--- src/rtl/prsm_pkg.sv ---
`default_nettype none
package prsm_pkg;

  localparam int unsigned NumRails   = 8;
  localparam int unsigned RailBits   = 3;
  localparam int unsigned SampleBits = 12;
  localparam int unsigned CountBits  = 16;

  localparam logic [2:0] OpLoad  = 3'd0;
  localparam logic [2:0] OpSense = 3'd1;
  localparam logic [2:0] OpOn    = 3'd2;
  localparam logic [2:0] OpOff   = 3'd3;
  localparam logic [2:0] OpTick  = 3'd4;
  localparam logic [2:0] OpFault = 3'd5;
  localparam logic [2:0] OpQuery = 3'd6;

  localparam logic [2:0] StOff     = 3'd0;
  localparam logic [2:0] StTurning = 3'd1;
  localparam logic [2:0] StOn      = 3'd2;
  localparam logic [2:0] StFault   = 3'd3;
  localparam logic [2:0] StFailed  = 3'd4;
  localparam logic [2:0] StTimeout = 3'd5;

  localparam logic [1:0] LiveOff   = 2'd0;
  localparam logic [1:0] LiveOn    = 2'd1;
  localparam logic [1:0] LiveFault = 2'd2;

  localparam logic [1:0] MonVolt = 2'd1;
  localparam logic [1:0] MonPg   = 2'd2;

  typedef logic [RailBits-1:0] rail_t;

  // One rail entry as stored in the rail memory.
  typedef struct packed {
    logic [2:0]            state;
    rail_t                 parent;
    logic [1:0]            mode;
    logic [SampleBits-1:0] thresh;
    logic                  good;
    logic [SampleBits-1:0] volt;
    logic [CountBits-1:0]  wait_cnt;
    logic [CountBits-1:0]  poll_cnt;
  } entry_t;

  typedef struct packed {
    logic [2:0]            opcode;
    rail_t                 rail;
    rail_t                 parent_rail;
    logic [1:0]            monitor_mode;
    logic [SampleBits-1:0] min_level;
    logic                  power_good;
    logic [SampleBits-1:0] voltage_sample;
    logic [CountBits-1:0]  delay_ms;
    logic [CountBits-1:0]  timeout_ms;
  } item_t;

  typedef struct packed {
    rail_t                 result_rail;
    logic [2:0]            rail_state;
    logic [1:0]            rail_status;
    logic                  error;
    logic [NumRails-1:0]   enable_mask;
    logic [NumRails-1:0]   event_mask;
    logic [SampleBits-1:0] voltage;
  } result_t;

  function automatic logic [1:0] live_status(input logic en, input entry_t e);
    logic [1:0] s;
    s = LiveOn;
    if (!en) s = LiveOff;
    else if (e.mode == MonVolt && e.volt < e.thresh) s = LiveFault;
    else if (e.mode == MonPg && !e.good) s = LiveFault;
    return s;
  endfunction

endpackage
`default_nettype wire

--- src/rtl/prsm_ram.sv ---
`default_nettype none
module prsm_ram #(
  parameter int unsigned Depth = 8,
  parameter int unsigned Width = 8
) (
  input  wire logic                     clk_i,
  input  wire logic                     we_i,
  input  wire logic [$clog2(Depth)-1:0] waddr_i,
  input  wire logic [Width-1:0]         wdata_i,
  input  wire logic [$clog2(Depth)-1:0] raddr_i,
  output logic      [Width-1:0]         rdata_o
);
  logic [Width-1:0] mem [Depth];

  always_ff @(posedge clk_i) begin
    if (we_i) mem[waddr_i] <= wdata_i;
    rdata_o <= mem[raddr_i];
  end
endmodule
`default_nettype wire

--- src/rtl/prsm_ctrl.sv ---
`default_nettype none
module prsm_ctrl (
  input  wire logic              clk_i,
  input  wire logic              rst_ni,
  input  wire logic              in_valid_i,
  output logic                   in_ready_o,
  input  wire prsm_pkg::item_t   item_i,
  output logic                   out_valid_o,
  input  wire logic              out_ready_i,
  output prsm_pkg::result_t      result_o,
  output logic                   we_o,
  output prsm_pkg::rail_t        waddr_o,
  output prsm_pkg::entry_t       wdata_o,
  output prsm_pkg::rail_t        raddr_o,
  input  wire prsm_pkg::entry_t  rdata_i
);
  import prsm_pkg::*;

  localparam logic [2:0] SIdle  = 3'd0;
  localparam logic [2:0] SRead  = 3'd1;
  localparam logic [2:0] SExec  = 3'd2;
  localparam logic [2:0] SPRead = 3'd3;
  localparam logic [2:0] SPExec = 3'd4;
  localparam logic [2:0] SOut   = 3'd5;

  logic [2:0]          st_q, st_d;
  item_t               item_q;
  rail_t               idx_q, idx_d;
  logic [NumRails-1:0] valid_q, valid_d;
  logic [NumRails-1:0] en_q, en_d;
  logic [NumRails-1:0] ev_q, ev_d;
  result_t             res_q, res_d;
  logic                out_valid_q, out_valid_d;

  entry_t e, ne;
  logic   walk;
  logic   last;

  // Entries never written read as reset values (state off, counters and samples zero).
  always_comb begin
    e = rdata_i;
    if (!valid_q[idx_q]) begin
      e.state    = StOff;
      e.good     = 1'b0;
      e.volt     = '0;
      e.wait_cnt = '0;
      e.poll_cnt = '0;
    end
  end

  assign walk = (item_q.opcode == OpTick) || (item_q.opcode == OpFault);
  assign last = (idx_q == rail_t'(NumRails - 1));

  always_comb begin
    st_d        = st_q;
    idx_d       = idx_q;
    valid_d     = valid_q;
    en_d        = en_q;
    ev_d        = ev_q;
    res_d       = res_q;
    out_valid_d = out_valid_q;
    ne          = e;
    we_o        = 1'b0;
    raddr_o     = idx_q;
    in_ready_o  = (st_q == SIdle) && !out_valid_q;

    if (out_valid_q && out_ready_i) out_valid_d = 1'b0;

    unique case (st_q)
      SIdle: begin
        if (in_valid_i && in_ready_o) begin
          idx_d   = (item_i.opcode == OpTick || item_i.opcode == OpFault) ? '0 : item_i.rail;
          raddr_o = idx_d;
          ev_d    = '0;
          st_d    = SRead;
        end
      end
      SRead: st_d = SExec;
      SExec: begin
        if (walk) begin
          if (item_q.opcode == OpTick && e.state == StTurning) begin
            if (e.wait_cnt != '0) ne.wait_cnt = e.wait_cnt - 1'b1;
            else if (live_status(en_q[idx_q], e) == LiveOn) begin
              ne.state = StOn;  ev_d[idx_q] = 1'b1;
            end else if (e.poll_cnt == '0) begin
              ne.state = StTimeout;  ev_d[idx_q] = 1'b1;
            end else ne.poll_cnt = e.poll_cnt - 1'b1;
          end
          if (item_q.opcode == OpFault && e.state == StOn &&
              live_status(en_q[idx_q], e) == LiveFault) begin
            ne.state = StFault;  en_d[idx_q] = 1'b0;  ev_d[idx_q] = 1'b1;
          end
          we_o = 1'b1;
          valid_d[idx_q] = 1'b1;
          if (last) begin
            res_d = '0;
            res_d.enable_mask = en_d;
            res_d.event_mask  = ev_d;
            out_valid_d = 1'b1;
            st_d = SIdle;
          end else begin
            idx_d   = idx_q + 1'b1;
            raddr_o = idx_d;
            st_d    = SRead;
          end
        end else if (item_q.opcode == OpOn && e.state != StOn) begin
          raddr_o = e.parent;
          st_d    = SPRead;
        end else begin
          unique case (item_q.opcode)
            OpLoad: begin
              ne.parent = item_q.parent_rail;
              ne.mode   = item_q.monitor_mode;
              ne.thresh = item_q.min_level;
              we_o = 1'b1;
            end
            OpSense: begin
              ne.good = item_q.power_good;
              ne.volt = item_q.voltage_sample;
              we_o = 1'b1;
            end
            OpOff: begin
              ne.state = StOff;  ne.wait_cnt = '0;  ne.poll_cnt = '0;
              en_d[idx_q] = 1'b0;
              we_o = 1'b1;
            end
            default: ;
          endcase
          if (we_o) valid_d[idx_q] = 1'b1;
          st_d = SOut;
        end
      end
      SPRead: st_d = SPExec;
      SPExec: begin
        raddr_o = idx_q;
        if (e.parent != idx_q && !en_q[e.parent]) begin
          ne.state = StFailed;
          res_d.error = 1'b1;
        end else begin
          ne.state    = StTurning;
          ne.wait_cnt = item_q.delay_ms;
          ne.poll_cnt = (item_q.timeout_ms == '1) ? item_q.timeout_ms
                                                  : item_q.timeout_ms + 1'b1;
          en_d[idx_q] = 1'b1;
        end
        we_o = 1'b1;
        valid_d[idx_q] = 1'b1;
        st_d = SOut;
      end
      SOut: begin
        res_d.result_rail = item_q.rail;
        res_d.rail_state  = ne.state;
        res_d.rail_status = live_status(en_q[idx_q], ne);
        res_d.enable_mask = en_q;
        res_d.event_mask  = '0;
        res_d.voltage     = (item_q.opcode == OpQuery) ? ne.volt : '0;
        if (item_q.opcode > OpQuery) begin
          res_d.result_rail = '0;
          res_d.rail_state  = StOff;
          res_d.rail_status = LiveOff;
        end
        out_valid_d = 1'b1;
        st_d = SIdle;
      end
      default: st_d = SIdle;
    endcase
  end

  assign waddr_o = idx_q;
  assign wdata_o = ne;

  always_ff @(posedge clk_i or negedge rst_ni) begin
    if (!rst_ni) begin
      st_q        <= SIdle;
      idx_q       <= '0;
      valid_q     <= '0;
      en_q        <= '0;
      ev_q        <= '0;
      out_valid_q <= 1'b0;
      res_q       <= '0;
    end else begin
      st_q        <= st_d;
      idx_q       <= idx_d;
      valid_q     <= valid_d;
      en_q        <= en_d;
      ev_q        <= ev_d;
      out_valid_q <= out_valid_d;
      if (st_q == SIdle && in_valid_i && in_ready_o) res_q <= '0;
      else res_q <= res_d;
    end
  end

  always_ff @(posedge clk_i) begin
    if (st_q == SIdle && in_valid_i && in_ready_o) item_q <= item_i;
  end

  assign out_valid_o = out_valid_q;
  assign result_o    = res_q;
endmodule
`default_nettype wire

--- src/rtl/power_rail_state_manager.sv ---
// Channel | Dir | tdata                                       | tuser
// s_axis  | in  | opcode,rail,parent,mode,min,pg,volt,dly,tmo | -
// m_axis  | out | rail,state,status,error,en,ev,voltage        | -
// Register ops step SRead, SExec, SOut; power on adds SPRead and SPExec.
// Tick and fault check walk each rail via SRead, SExec on the single read port.
// Reset clears state, enables and valid bits; rails read as off until written.
// A result waits in the output register; no new beat is taken until it leaves.
`default_nettype none
module power_rail_state_manager (
  input  wire logic        clk_i,
  input  wire logic        rst_ni,
  input  wire logic        s_axis_tvalid,
  output logic             s_axis_tready,
  // opcode[2:0] rail[5:3] parent_rail[8:6] monitor_mode[10:9] min_level[22:11]
  // power_good[23] voltage_sample[35:24] delay_ms[51:36] timeout_ms[67:52]
  input  wire logic [71:0] s_axis_tdata,
  output logic             m_axis_tvalid,
  input  wire logic        m_axis_tready,
  // result_rail[2:0] rail_state[5:3] rail_status[7:6] error[8]
  // enable_mask[16:9] event_mask[24:17] voltage[36:25]
  output logic [39:0]      m_axis_tdata
);
  import prsm_pkg::*;

  item_t   item;
  result_t res;
  logic    we;
  rail_t   waddr, raddr;
  entry_t  wdata, rdata, rdata_fix;
  entry_t  pend_q;
  rail_t   pend_addr_q;
  logic    pend_q_v;

  assign item.opcode         = s_axis_tdata[2:0];
  assign item.rail           = s_axis_tdata[5:3];
  assign item.parent_rail    = s_axis_tdata[8:6];
  assign item.monitor_mode   = s_axis_tdata[10:9];
  assign item.min_level      = s_axis_tdata[22:11];
  assign item.power_good     = s_axis_tdata[23];
  assign item.voltage_sample = s_axis_tdata[35:24];
  assign item.delay_ms       = s_axis_tdata[51:36];
  assign item.timeout_ms     = s_axis_tdata[67:52];

  prsm_ram #(.Depth(NumRails), .Width($bits(entry_t))) u_ram (
    .clk_i   (clk_i),
    .we_i    (we),
    .waddr_i (waddr),
    .wdata_i (wdata),
    .raddr_i (raddr),
    .rdata_o (rdata)
  );

  // Forward a write that lands in the same cycle as the read of that entry.
  logic  raddr_q_v;
  rail_t raddr_q;
  always_ff @(posedge clk_i or negedge rst_ni) begin
    if (!rst_ni) begin
      pend_q_v  <= 1'b0;
      raddr_q_v <= 1'b0;
    end else begin
      pend_q_v  <= we && (waddr == raddr);
      raddr_q_v <= 1'b1;
    end
  end
  always_ff @(posedge clk_i) begin
    pend_q      <= wdata;
    pend_addr_q <= waddr;
    raddr_q     <= raddr;
  end
  assign rdata_fix = (pend_q_v && raddr_q_v && pend_addr_q == raddr_q) ? pend_q : rdata;

  prsm_ctrl u_ctrl (
    .clk_i       (clk_i),
    .rst_ni      (rst_ni),
    .in_valid_i  (s_axis_tvalid),
    .in_ready_o  (s_axis_tready),
    .item_i      (item),
    .out_valid_o (m_axis_tvalid),
    .out_ready_i (m_axis_tready),
    .result_o    (res),
    .we_o        (we),
    .waddr_o     (waddr),
    .wdata_o     (wdata),
    .raddr_o     (raddr),
    .rdata_i     (rdata_fix)
  );

  assign m_axis_tdata = {3'b000, res.voltage, res.event_mask, res.enable_mask,
                         res.error, res.rail_status, res.rail_state, res.result_rail};
endmodule
`default_nettype wire

--- config.mk ---
export PLATFORM = sky130hd
export DESIGN_NAME = power_rail_state_manager
export DESIGN_NICKNAME = d
export VERILOG_FILES = /design/src/rtl/prsm_pkg.sv /design/src/rtl/prsm_ram.sv /design/src/rtl/prsm_ctrl.sv /design/src/rtl/power_rail_state_manager.sv
export SDC_FILE = /design/constraint.sdc
export NUM_CORES = 1
export LEC_CHECK = 0
export BUFFER_PORTS_ARGS = -buffer_cell sky130_fd_sc_hd__clkbuf_2
export CAP_MARGIN = 20
export CORE_ASPECT_RATIO = 1.2
export CORE_MARGIN = 5
export CORE_UTILIZATION = 31
export CTS_CLUSTER_SIZE = 8
export DETAILED_ROUTE_END_ITERATION = 6
export GPL_TIMING_DRIVEN = 0
export SLEW_MARGIN = 25
export SYNTH_ARGS = -nofsm -noshare
export SYNTH_HDL_FRONTEND = slang
export SYNTH_SLANG_ARGS = --single-unit
--- constraint.sdc ---
create_clock -name clk_i -period 5.39 [get_ports clk_i]
set_clock_uncertainty 0.05 [all_clocks]
set_input_delay 0 -clock clk_i [delete_from_list [all_inputs] [get_ports clk_i]]
set_output_delay 0 -clock clk_i [all_outputs]
set_load 0.02 [all_outputs]
## Yosys cells after proc, flatten, opt, wreduce, memory -nomap -nowiden

Memories as Yosys holds them, arrays and structs flattened. A register that Yosys moved wholly into a read port is not among the register bits.
Cells that the tools add are included.

- Flip-flop bits (word level): 209
- Latch bits: 0
- RAM bits: 520
- Memory bits (read-only): 0
- Input port bits: 76
- Output and inout port bits: 42
- Word-level logic and storage cells: 219
- Memories: 1

Memory list:

| name | depth | width | rd ports | clocked after memory_dff | wr ports | RTL line | text |
|---|---|---|---|---|---|---|---|
| u_ram.mem | 8 | 65 | 1 | 1 | 1 | prsm_ram.sv:13 | `logic [Width-1:0] mem [Depth];` |

- Add/subtract/negate cells: 4
- Multiply operators: 0
- Div/mod/pow operators: 0
- Magnitude comparators: 5
- Equality and inequality tests: 34
- Shift-type cells: 0
- Mux-type cells: 99
- Bitwise gates (word level): 6
- Reduce and logical (&&, ||, !) cells: 36

Operators by type and width:

| kind | number |
|---|---|
| $mux W8 | 18 |
| $mux W65 | 2 |
| $mux W32 | 4 |
| $mux W37 | 3 |
| $mux W16 | 5 |
| $pmux W32 S2 | 1 |
| $pmux W8 S2 | 4 |
| $mux W30 | 2 |
| $pmux W28 S2 | 1 |
| $mux W3 | 18 |
| $mux W45 | 1 |
| $or A8 B8 Y8 | 4 |
| $sub A16 B1 Y16 const B | 2 |
| $eq A3 B3 Y1 const B | 8 |
| $mux W2 | 9 |
| $pmux W3 S2 | 3 |
| $mux W1 | 17 |
| $mux W17 | 1 |
| $add A16 B1 Y16 const B | 1 |
| $eq A16 B16 Y1 const B | 1 |
| $logic_and A1 B1 Y1 | 16 |
| $logic_not A16 Y1 | 1 |
| $reduce_bool A16 Y1 | 1 |
| $eq A3 B2 Y1 const B | 5 |
| 31 further kinds | 56 |

## Depth between registers and ports, before layout

Gate-level depths: netlist of the first run.

- Depth after elaboration: 25
- Depth in mapped cells: 21
- Gate-level depth less buffers: 14

## By module

A second synthesis of the first run with hierarchy kept.

- Cell total of the unflattened synthesis: 1810
- Area total of the unflattened synthesis: 31306.3 um^2

By module, submodules not included:

| module | instances | cells an instance | area an instance (um^2) | seq. area each (um^2) |
|---|---|---|---|---|
| prsm_ram | 1 | 829 | 20857.5 | 16916.2 |
| prsm_ctrl | 1 | 821 | 8069.0 | 3743.6 |
| power_rail_state_manager | 1 | 160 | 2379.8 | 1471.4 |

## Worst setup path after synthesis of the first run

OpenSTA, ideal clock, no wires.

- Path kind: flip-flop to flip-flop
- From: register raddr_q[2]
- To: memory u_ram.mem[0][5] (netlist name), data pin
- Setup time: 0.332 ns
- Arrival: 4.992 ns
- Data required time: 5.008 ns
- Path slack: 0.017 ns
- Cell stages (with the launch flop): 18
- Buffers on the path: 5
- Clock period less this slack: 5.373 ns
- Cell sequence: dfxtp_1 > xor2_1 > nor4_2 > buf_2 > buf_2 > buf_2 > buf_1 > clkbuf_1 > mux2i_1 > ha_1 > a21o_1 > a21o_1 > a21oi_1 > nor2_1 > a2111o_1 > a211oi_4 > nand2_1 > o311ai_0

RTL lines:

| element | RTL line | text |
|---|---|---|
| start: declaration | power_rail_state_manager.sv:55 | `rail_t raddr_q;` |
| start signal: assignment | power_rail_state_manager.sv:68 | `raddr_q <= raddr;` |
| end: declaration | prsm_ram.sv:13 |  |

==> impl_metrics.json, run 1 <==
{
  "synth_edf_count": 588,
  "worst_skew_pair.late_latency_ns": 0.67,
  "fillCellCount": 9653,
  "postRouteWirelength_um": 99300,
  "setup_violations": 0,
  "max_stage_delay_ns": 0.55,
  "timing.final.crit_share": 0.974,
  "crit_slowest_cell": "a2111o_2",
  "crit_arrival_ns": 5.52,
  "grt_pass1_vias": 21800,
  "critPathTopFamily": "compound AO/OA/AOI/OAI gates",
  "synth_top_cells_by_count": "588 x edfxtp_1, 556 x nand2_1, 150 x nand3_1",
  "netlist_area_mm2": 0.0317,
  "holdCritStartpoint": "s_axis_tdata[57]",
  "wire_per_inst_um": 23.0,
  "whs_ns": 0.0199,
  "cp_max_fo": 19,
  "slew_violations": 0,
  "via_per_inst": 5.13,
  "min_to": "u_ctrl.item_q[5]",
  "dr.pass1.iters": 6,
  "synth_fa_ha_area_frac": 0.00632,
  "io_pins": 118,
  "drc": 0,
  "grt_setup_unrepaired": "no",
  "yosys-top-cells-area": "edfxtp_1 56%, dfxtp_1 8.6%, nand2_1 6.6%",
  "grt_max_degree": 71,
  "whs_path_depth": 2,
  "ir_drop_mv": 0.363,
  "antenna_left": 0,
  "regArea_mm2": 0.0221,
  "status": "finished, final reports clean",
  "ys_ff_latch": 794,
  "yosys_warnings": 0,
  "synthArstFlopShare": 0.0882,
  "gp_congestion": 0.961,
  "clockRootBuffer": "clkbuf_16",
  "critPathLaunch": "u_ctrl.waddr_o[2]",
  "powerDensity_mw_per_mm2": 693,
  "reg2reg_setup_slack_ns": 0.14,
  "fin_cells": 4325,
  "area_delta_synth_final_pct": 24.5,
  "power.leakage_nw": 14.4,
  "vias": 22200,
  "rows": 128,
  "fmax_mhz": 190,
  "yosys.area_share.simple": 0.142,
  "start_kind": "register",
  "regToRegEndpoint": "u_ram.mem[2][9]",
  "maxCapViolations": 0,
  "synth_top_area_cell": "edfxtp_1",
  "grtUsageMet3": 0.0310,
  "die_w_um": 302,
  "r2r_start": "u_ctrl.waddr_o[2]",
  "core_area_mm2": 0.102,
  "start_util": 0.312,
  "hold_path.class": "primary input to register",
  "cp-end-kind": "register",
  "r2r_cells": 20,
  "grtUsageMet1": 0.229,
  "synth_compound_gate_area_share": 0.0825,
  "netlist.area_leader.share": 0.558,
  "finalCriticalPeriod_ns": 5.25,
  "track_usage": 0.178,
  "grt-busiest-layer": "met2",
  "grt_pass1_wl_um": 146000,
  "tightest_slew_ns": 1.03,
  "met2_usage": 0.303,
  "path_cells": "clkbuf_4 > mux2_1 > o221a_2 > o21ai_4 > buf_6 > buf_8 > buf_6 > a21oi_1 > ha_1 > a21o_1 > a21o_1 > a21oi_1 > nor2_1 > a2111o_2 > a211oi_4 > buf_4 > buf_4 > nand3_1 > mux2i_1 > a221o_1",
  "cts_max_path_buffers": 3,
  "synth-seq-area-share": 0.699,
  "synthFlopType": "edfxtp_1",
  "maxSlewHeadroom": 0.307,
  "die_h_um": 360,
  "antenna_found_initial": 1,
  "synth_area_per_cell_um2": 12.6,
  "cp.buffers_inverters": 6,
  "yosysUniqueCellTypes": 85,
  "cts_made_buffers": 109,
  "die_area_mm2": 0.109,
  "dp.cells": 4017,
  "synth-xor-area-share": 0.00470,
  "cts_tree": "yes",
  "multi_input_area_mm2": 0.00909,
  "critPathRequiredTime_ns": 5.66,
  "drive_gt1_frac": 0.147,
  "initialDrtViolationCount": 2255,
  "cts.sinks": 794,
  "grt.overflow.total": 0,
  "portBuffers": 110,
  "synth_top_family_by_area": "simple AND/OR/NAND/NOR gates",
  "syn_inst": 2506,
  "htree_levels": 3,
  "path_clk_slew_ns": 0.05,
  "synthMuxAreaShare": 0.0428,
  "path_class": "register to register",
  "yosysMostFrequentCell": "edfxtp_1",
  "final_nets": 2959,
  "hold_violations": 0,
  "dp_hpwl_um": 68000
}
[final cells by class]
cell class / instances / share of cell area
Multi-Input combinational cell: 1558 / 0.230
Inverter: 20 / 0.00197
Clock inverter: 6 / 0.00314
Buffer: 128 / 0.0177
Tap cell: 1365 / 0.0433
Sequential cell: 794 / 0.561
Clock buffer: 197 / 0.0786
Antenna cell: 1 / 0.0000634
Timing Repair Buffer: 256 / 0.0637
[worst register-to-register path: stages, from the launching register on]
cell	delay, ns
dfrtp_1	0.37
clkbuf_4	0.18
mux2_1	0.33
o221a_2	0.30
o21ai_4	0.19
buf_6	0.21
buf_8	0.23
buf_6	0.25
a21oi_1	0.22
ha_1	0.26
a21o_1	0.15
a21o_1	0.17
a21oi_1	0.14
nor2_1	0.07
a2111o_2	0.55
a211oi_4	0.29
buf_4	0.16
buf_4	0.11
nand3_1	0.07
mux2i_1	0.14
a221o_1	0.49
[state kept, by name, indices dropped and copies added (netlist names), 8 cells and up]
| name | count |
|---|---|
| u_ram.rdata_o | 65 |
| u_ctrl.item_q | 68 |
| pend_q | 65 |
| u_ctrl.result_o | 37 |
| u_ram.mem | 520 |
| u_ctrl.ev_q | 8 |
| u_ctrl.en_q | 8 |
| u_ctrl.valid_q | 8 |
[repair_timing]
item	CTS	global route
hold buffers	99	0
resized for setup	70	16
pin swaps	9	2
setup buffers	12	1
setup endpoints to repair	317	168
hold endpoints to repair	141	0
[cells by family after synthesis]
group / after synthesis
and+or+nand+nor: 1011
buffers and inverters: 156
adders and majority gates: 16
xor gates and xnor gates: 17
DFF: 794
other: 2
muxes: 133
AOI/OAI and AO/OA: 377
[power breakdown]
| part | total [mW] | switching, mW | internal [mW] |
|---|---|---|---|
| logic | 11.1 | 7.71 | 3.35 |
| clock network | 6.40 | 2.56 | 3.85 |
| registers | 9.87 | 0.715 | 9.16 |
| total | 27.3 | 11.0 | 16.4 |
[per-layer routing]
layer,vias to the layer above,share of wire
met2,876,0.50
met1,11100,0.41
li1,10000,-
met3,173,0.066
met5,-,0
met4,0,0.032
[placed cells by master (no fill, tap or decap), types with 8 or more instances in the layout]
cell type / count
nor3_1: 22
nor4_1: 17
clkbuf_2: 110
nand2_1: 556
buf_16: 25
inv_1: 15
dfxtp_1: 136
xnor2_1: 11
a21oi_1: 76
a22o_1: 24
a31oi_1: 13
buf_2: 35
mux2i_1: 104
or4_1: 9
o21ai_0: 65
buf_6: 8
a211oi_1: 13
nor3b_1: 9
dlygate4sd3_1: 98
nor2_1: 104
nor2_4: 10
ha_1: 16
buf_4: 31
nand3_1: 149
clkbuf_16: 110
dfrtp_1: 70
edfxtp_1: 588
or2_2: 12
o21ai_1: 10
mux2_2: 19
buf_12: 10
a32oi_1: 65
o211ai_1: 19
nand2b_1: 10
and3_1: 72
clkbuf_1: 145
a21o_1: 10
[how the worst max path moves through the flow]
stage               slack [ns]  cells past startpoint                 to
floorplan                 0.02                     17    u_ram.mem[0][5]
global placement         -3.52                      7  u_ctrl.valid_q[4]
detailed placement       -2.52                     20   u_ram.mem[6][14]
CTS                       0.01                     20    u_ram.mem[2][5]
global route             0.005                     21   u_ram.mem[1][15]
finish                    0.14                     20    u_ram.mem[2][9]
[stage by stage]
stage               power (mW)  cell area (µm²)  setup WS (ns)   util  setup TNS, ns
floorplan                 16.0            31700         0.0168      -              0
global placement          20.3            33900          -3.52  0.334       -2104.66
detailed placement        20.6            34900          -2.52  0.343        -464.32
CTS                       27.3            39400         0.0115  0.388              0
global route              28.7            39400        0.00463  0.388              0
finish                    27.3            39400          0.139  0.388              0
Power figures use the tool's default switching activity.
==> run 2, diff against run 1 <==
CORE_ASPECT_RATIO = default   (was 1.2)
CORE_MARGIN = 4   (was 5)
GPL_TIMING_DRIVEN = default   (was 0)
==> impl_metrics.json, run 2 (synthesis gave the netlist of run 1 again) <==
{
  "drive_gt1_frac": 0.125,
  "maxCapViolations": 0,
  "start_util": 0.314,
  "cp_max_fo": 12,
  "track_usage": 0.163,
  "mostFrequentLayoutCells": "588 x edfxtp_1, 556 x nand2_1, 150 x nand3_1",
  "cts_hold_buf": 127,
  "maxSlewHeadroom": 0.294,
  "dp_hpwl_um": 52400,
  "via_per_inst": 5.09,
  "cts_tree": "yes",
  "antenna_left": 0,
  "path_class": "register to register",
  "cts_made_buffers": 109,
  "layout_commonest_cell": "edfxtp_1",
  "final_nets": 2878,
  "p_seq_frac": 0.376,
  "tightest_slew_ns": 1.06,
  "cts_resized": 0,
  "critPathRequiredTime_ns": 5.73,
  "finalWorstSetupSlack_ns": 0.165,
  "setup_violations": 0,
  "postRouteWirelength_um": 89100,
  "grt_max_degree": 112,
  "whs_path_depth": 2,
  "largest_register_ffs": 520,
  "place_ws_ns": 0.288,
  "io_pins": 118,
  "dr.pass1.iters": 6,
  "internal_power_mw": 16.1,
  "ir_drop_mv": 0.503,
  "die_area_mm2": 0.107,
  "htree_levels": 3,
  "antenna_found_initial": 1,
  "vias": 21600,
  "initialDrtViolationCount": 2239,
  "crit_arrival_ns": 5.57,
  "fmax_mhz": 191,
  "largest-register": "u_ram.mem",
  "r2r_start": "u_ctrl.waddr_o[2]",
  "powerDensity_mw_per_mm2": 678,
  "reg2reg_setup_slack_ns": 0.17,
  "grt_pass1_wl_um": 134000,
  "start_kind": "register",
  "rows": 116,
  "hold_path.class": "primary input to register",
  "timing.final.crit_share": 0.969,
  "cts_max_path_buffers": 3,
  "switchingPower_mw": 10.1,
  "portBuffers": 110,
  "power.share.clock": 0.244,
  "min_to": "u_ctrl.item_q[27]",
  "finalCriticalPeriod_ns": 5.22,
  "whs_ns": 0.0267,
  "r2r_cells": 15,
  "antenna_cells": 0,
  "postCtsSetupBuffers": 0,
  "fin_setup_tns_ns": 0,
  "sw_frac_of_total": 0.385,
  "cts.sinks": 794,
  "hold_violations": 0,
  "status": "finished, final reports clean",
  "die_w_um": 328,
  "slew_violations": 0,
  "die_h_um": 328,
  "power.leakage_nw": 14.1,
  "regToRegEndpoint": "u_ram.mem[2][10]",
  "cp-end-kind": "register",
  "grt_setup_unrepaired": "no",
  "gp_congestion": 0.868,
  "area_delta_synth_final_pct": 21.9,
  "holdCritStartpoint": "s_axis_tdata[47]",
  "path_clk_slew_ns": 0.05,
  "grt_pass1_vias": 21700,
  "drc": 0,
  "grt.overflow.total": 0,
  "wire_per_inst_um": 21.0,
  "worst_skew_pair.late_latency_ns": 0.68,
  "clockRootBuffer": "clkbuf_16",
  "pwr-share-comb": 0.380,
  "core_area_mm2": 0.101,
  "top_regs": "u_ram.mem (520), u_ctrl.item_q (68)"
}
run 2: changes by cell type in the layout (fill, tap and decap cells not counted), moves of 7 or more:
cell,previous run,this run
buf_2,35,0
clkbuf_1,145,89
buf_16,25,1
dlygate4sd3_1,98,127
buf_4,31,50
a21oi_1,76,83
buf_6,8,0
mux2i_1,104,113
run 2: layout make-up:
| type | instances | area [µm²] |
|---|---|---|
| inverters | 20 | 83.8 |
| clock inverters | 8 | 150 |
| flip-flops and latches | 794 | 22100 |
| clock buffers | 198 | 3060 |
| well taps | 1357 | 1700 |
| fillers | 9530 | 62100 |
| multi-input cells | 1558 | 8950 |
| repair buffers | 303 | 2540 |
run 2: how the worst max path moves through the flow:
stage	start	end	depth (start not counted)
floorplan	raddr_q[2]	u_ram.mem[0][5]	17
global placement	u_ctrl.waddr_o[2]	u_ram.mem[4][10]	14
detailed placement	u_ctrl.waddr_o[2]	u_ram.mem[2][10]	15
CTS	u_ctrl.waddr_o[2]	u_ram.mem[7][10]	15
global route	u_ctrl.waddr_o[2]	u_ram.mem[2][4]	14
finish	u_ctrl.waddr_o[2]	u_ram.mem[2][10]	15
run 2: critical path, stage by stage, from the launching register on:
cell and delay, ns:
dfrtp_1 0.52, mux2_1 0.36, o221a_2 0.30, o21ai_4 0.35, buf_4 0.26, a21oi_1 0.10, ha_1 0.30, a21oi_1 0.13
nor2b_1 0.06, o21ai_0 0.19, o21ai_1 0.11, a2111o_1 0.48, a211oi_4 0.70, nand2_1 0.34, or3b_1 0.43, o211ai_1 0.28
run 2: per-stage QoR:
step	utilization	area [µm²]	instances	power, mW
2_1_floorplan	-	31700	2508	16.0
3_3_place_gp	0.339	34100	3904	19.6
3_5_place_dp	0.339	34100	3905	19.7
4_1_cts	0.383	38600	4238	26.2
5_1_grt	0.383	38600	4238	27.6
6_report	0.383	38600	4238	26.2
run 2: layer usage:
metal	up-vias	wire length, µm	GRT usage	share of wire
met3	176	7420	0.0409	0.083
met1	10700	38200	0.220	0.43
met2	874	40600	0.257	0.46
met4	2	2710	0.0531	0.030
met5	-	142	0.00951	0.0016
li1	9837	-	-	-
run 2: power by group through the flow:
stage	Combinational [mW]	Sequential (mW)	Clock [mW]
2_1_floorplan	6.32	9.70	0
3_3_place_gp	9.64	9.94	0
3_5_place_dp	9.77	9.93	0
4_1_cts	9.90	9.84	6.49
5_1_grt	10.9	9.96	6.78
6_report	9.95	9.85	6.39
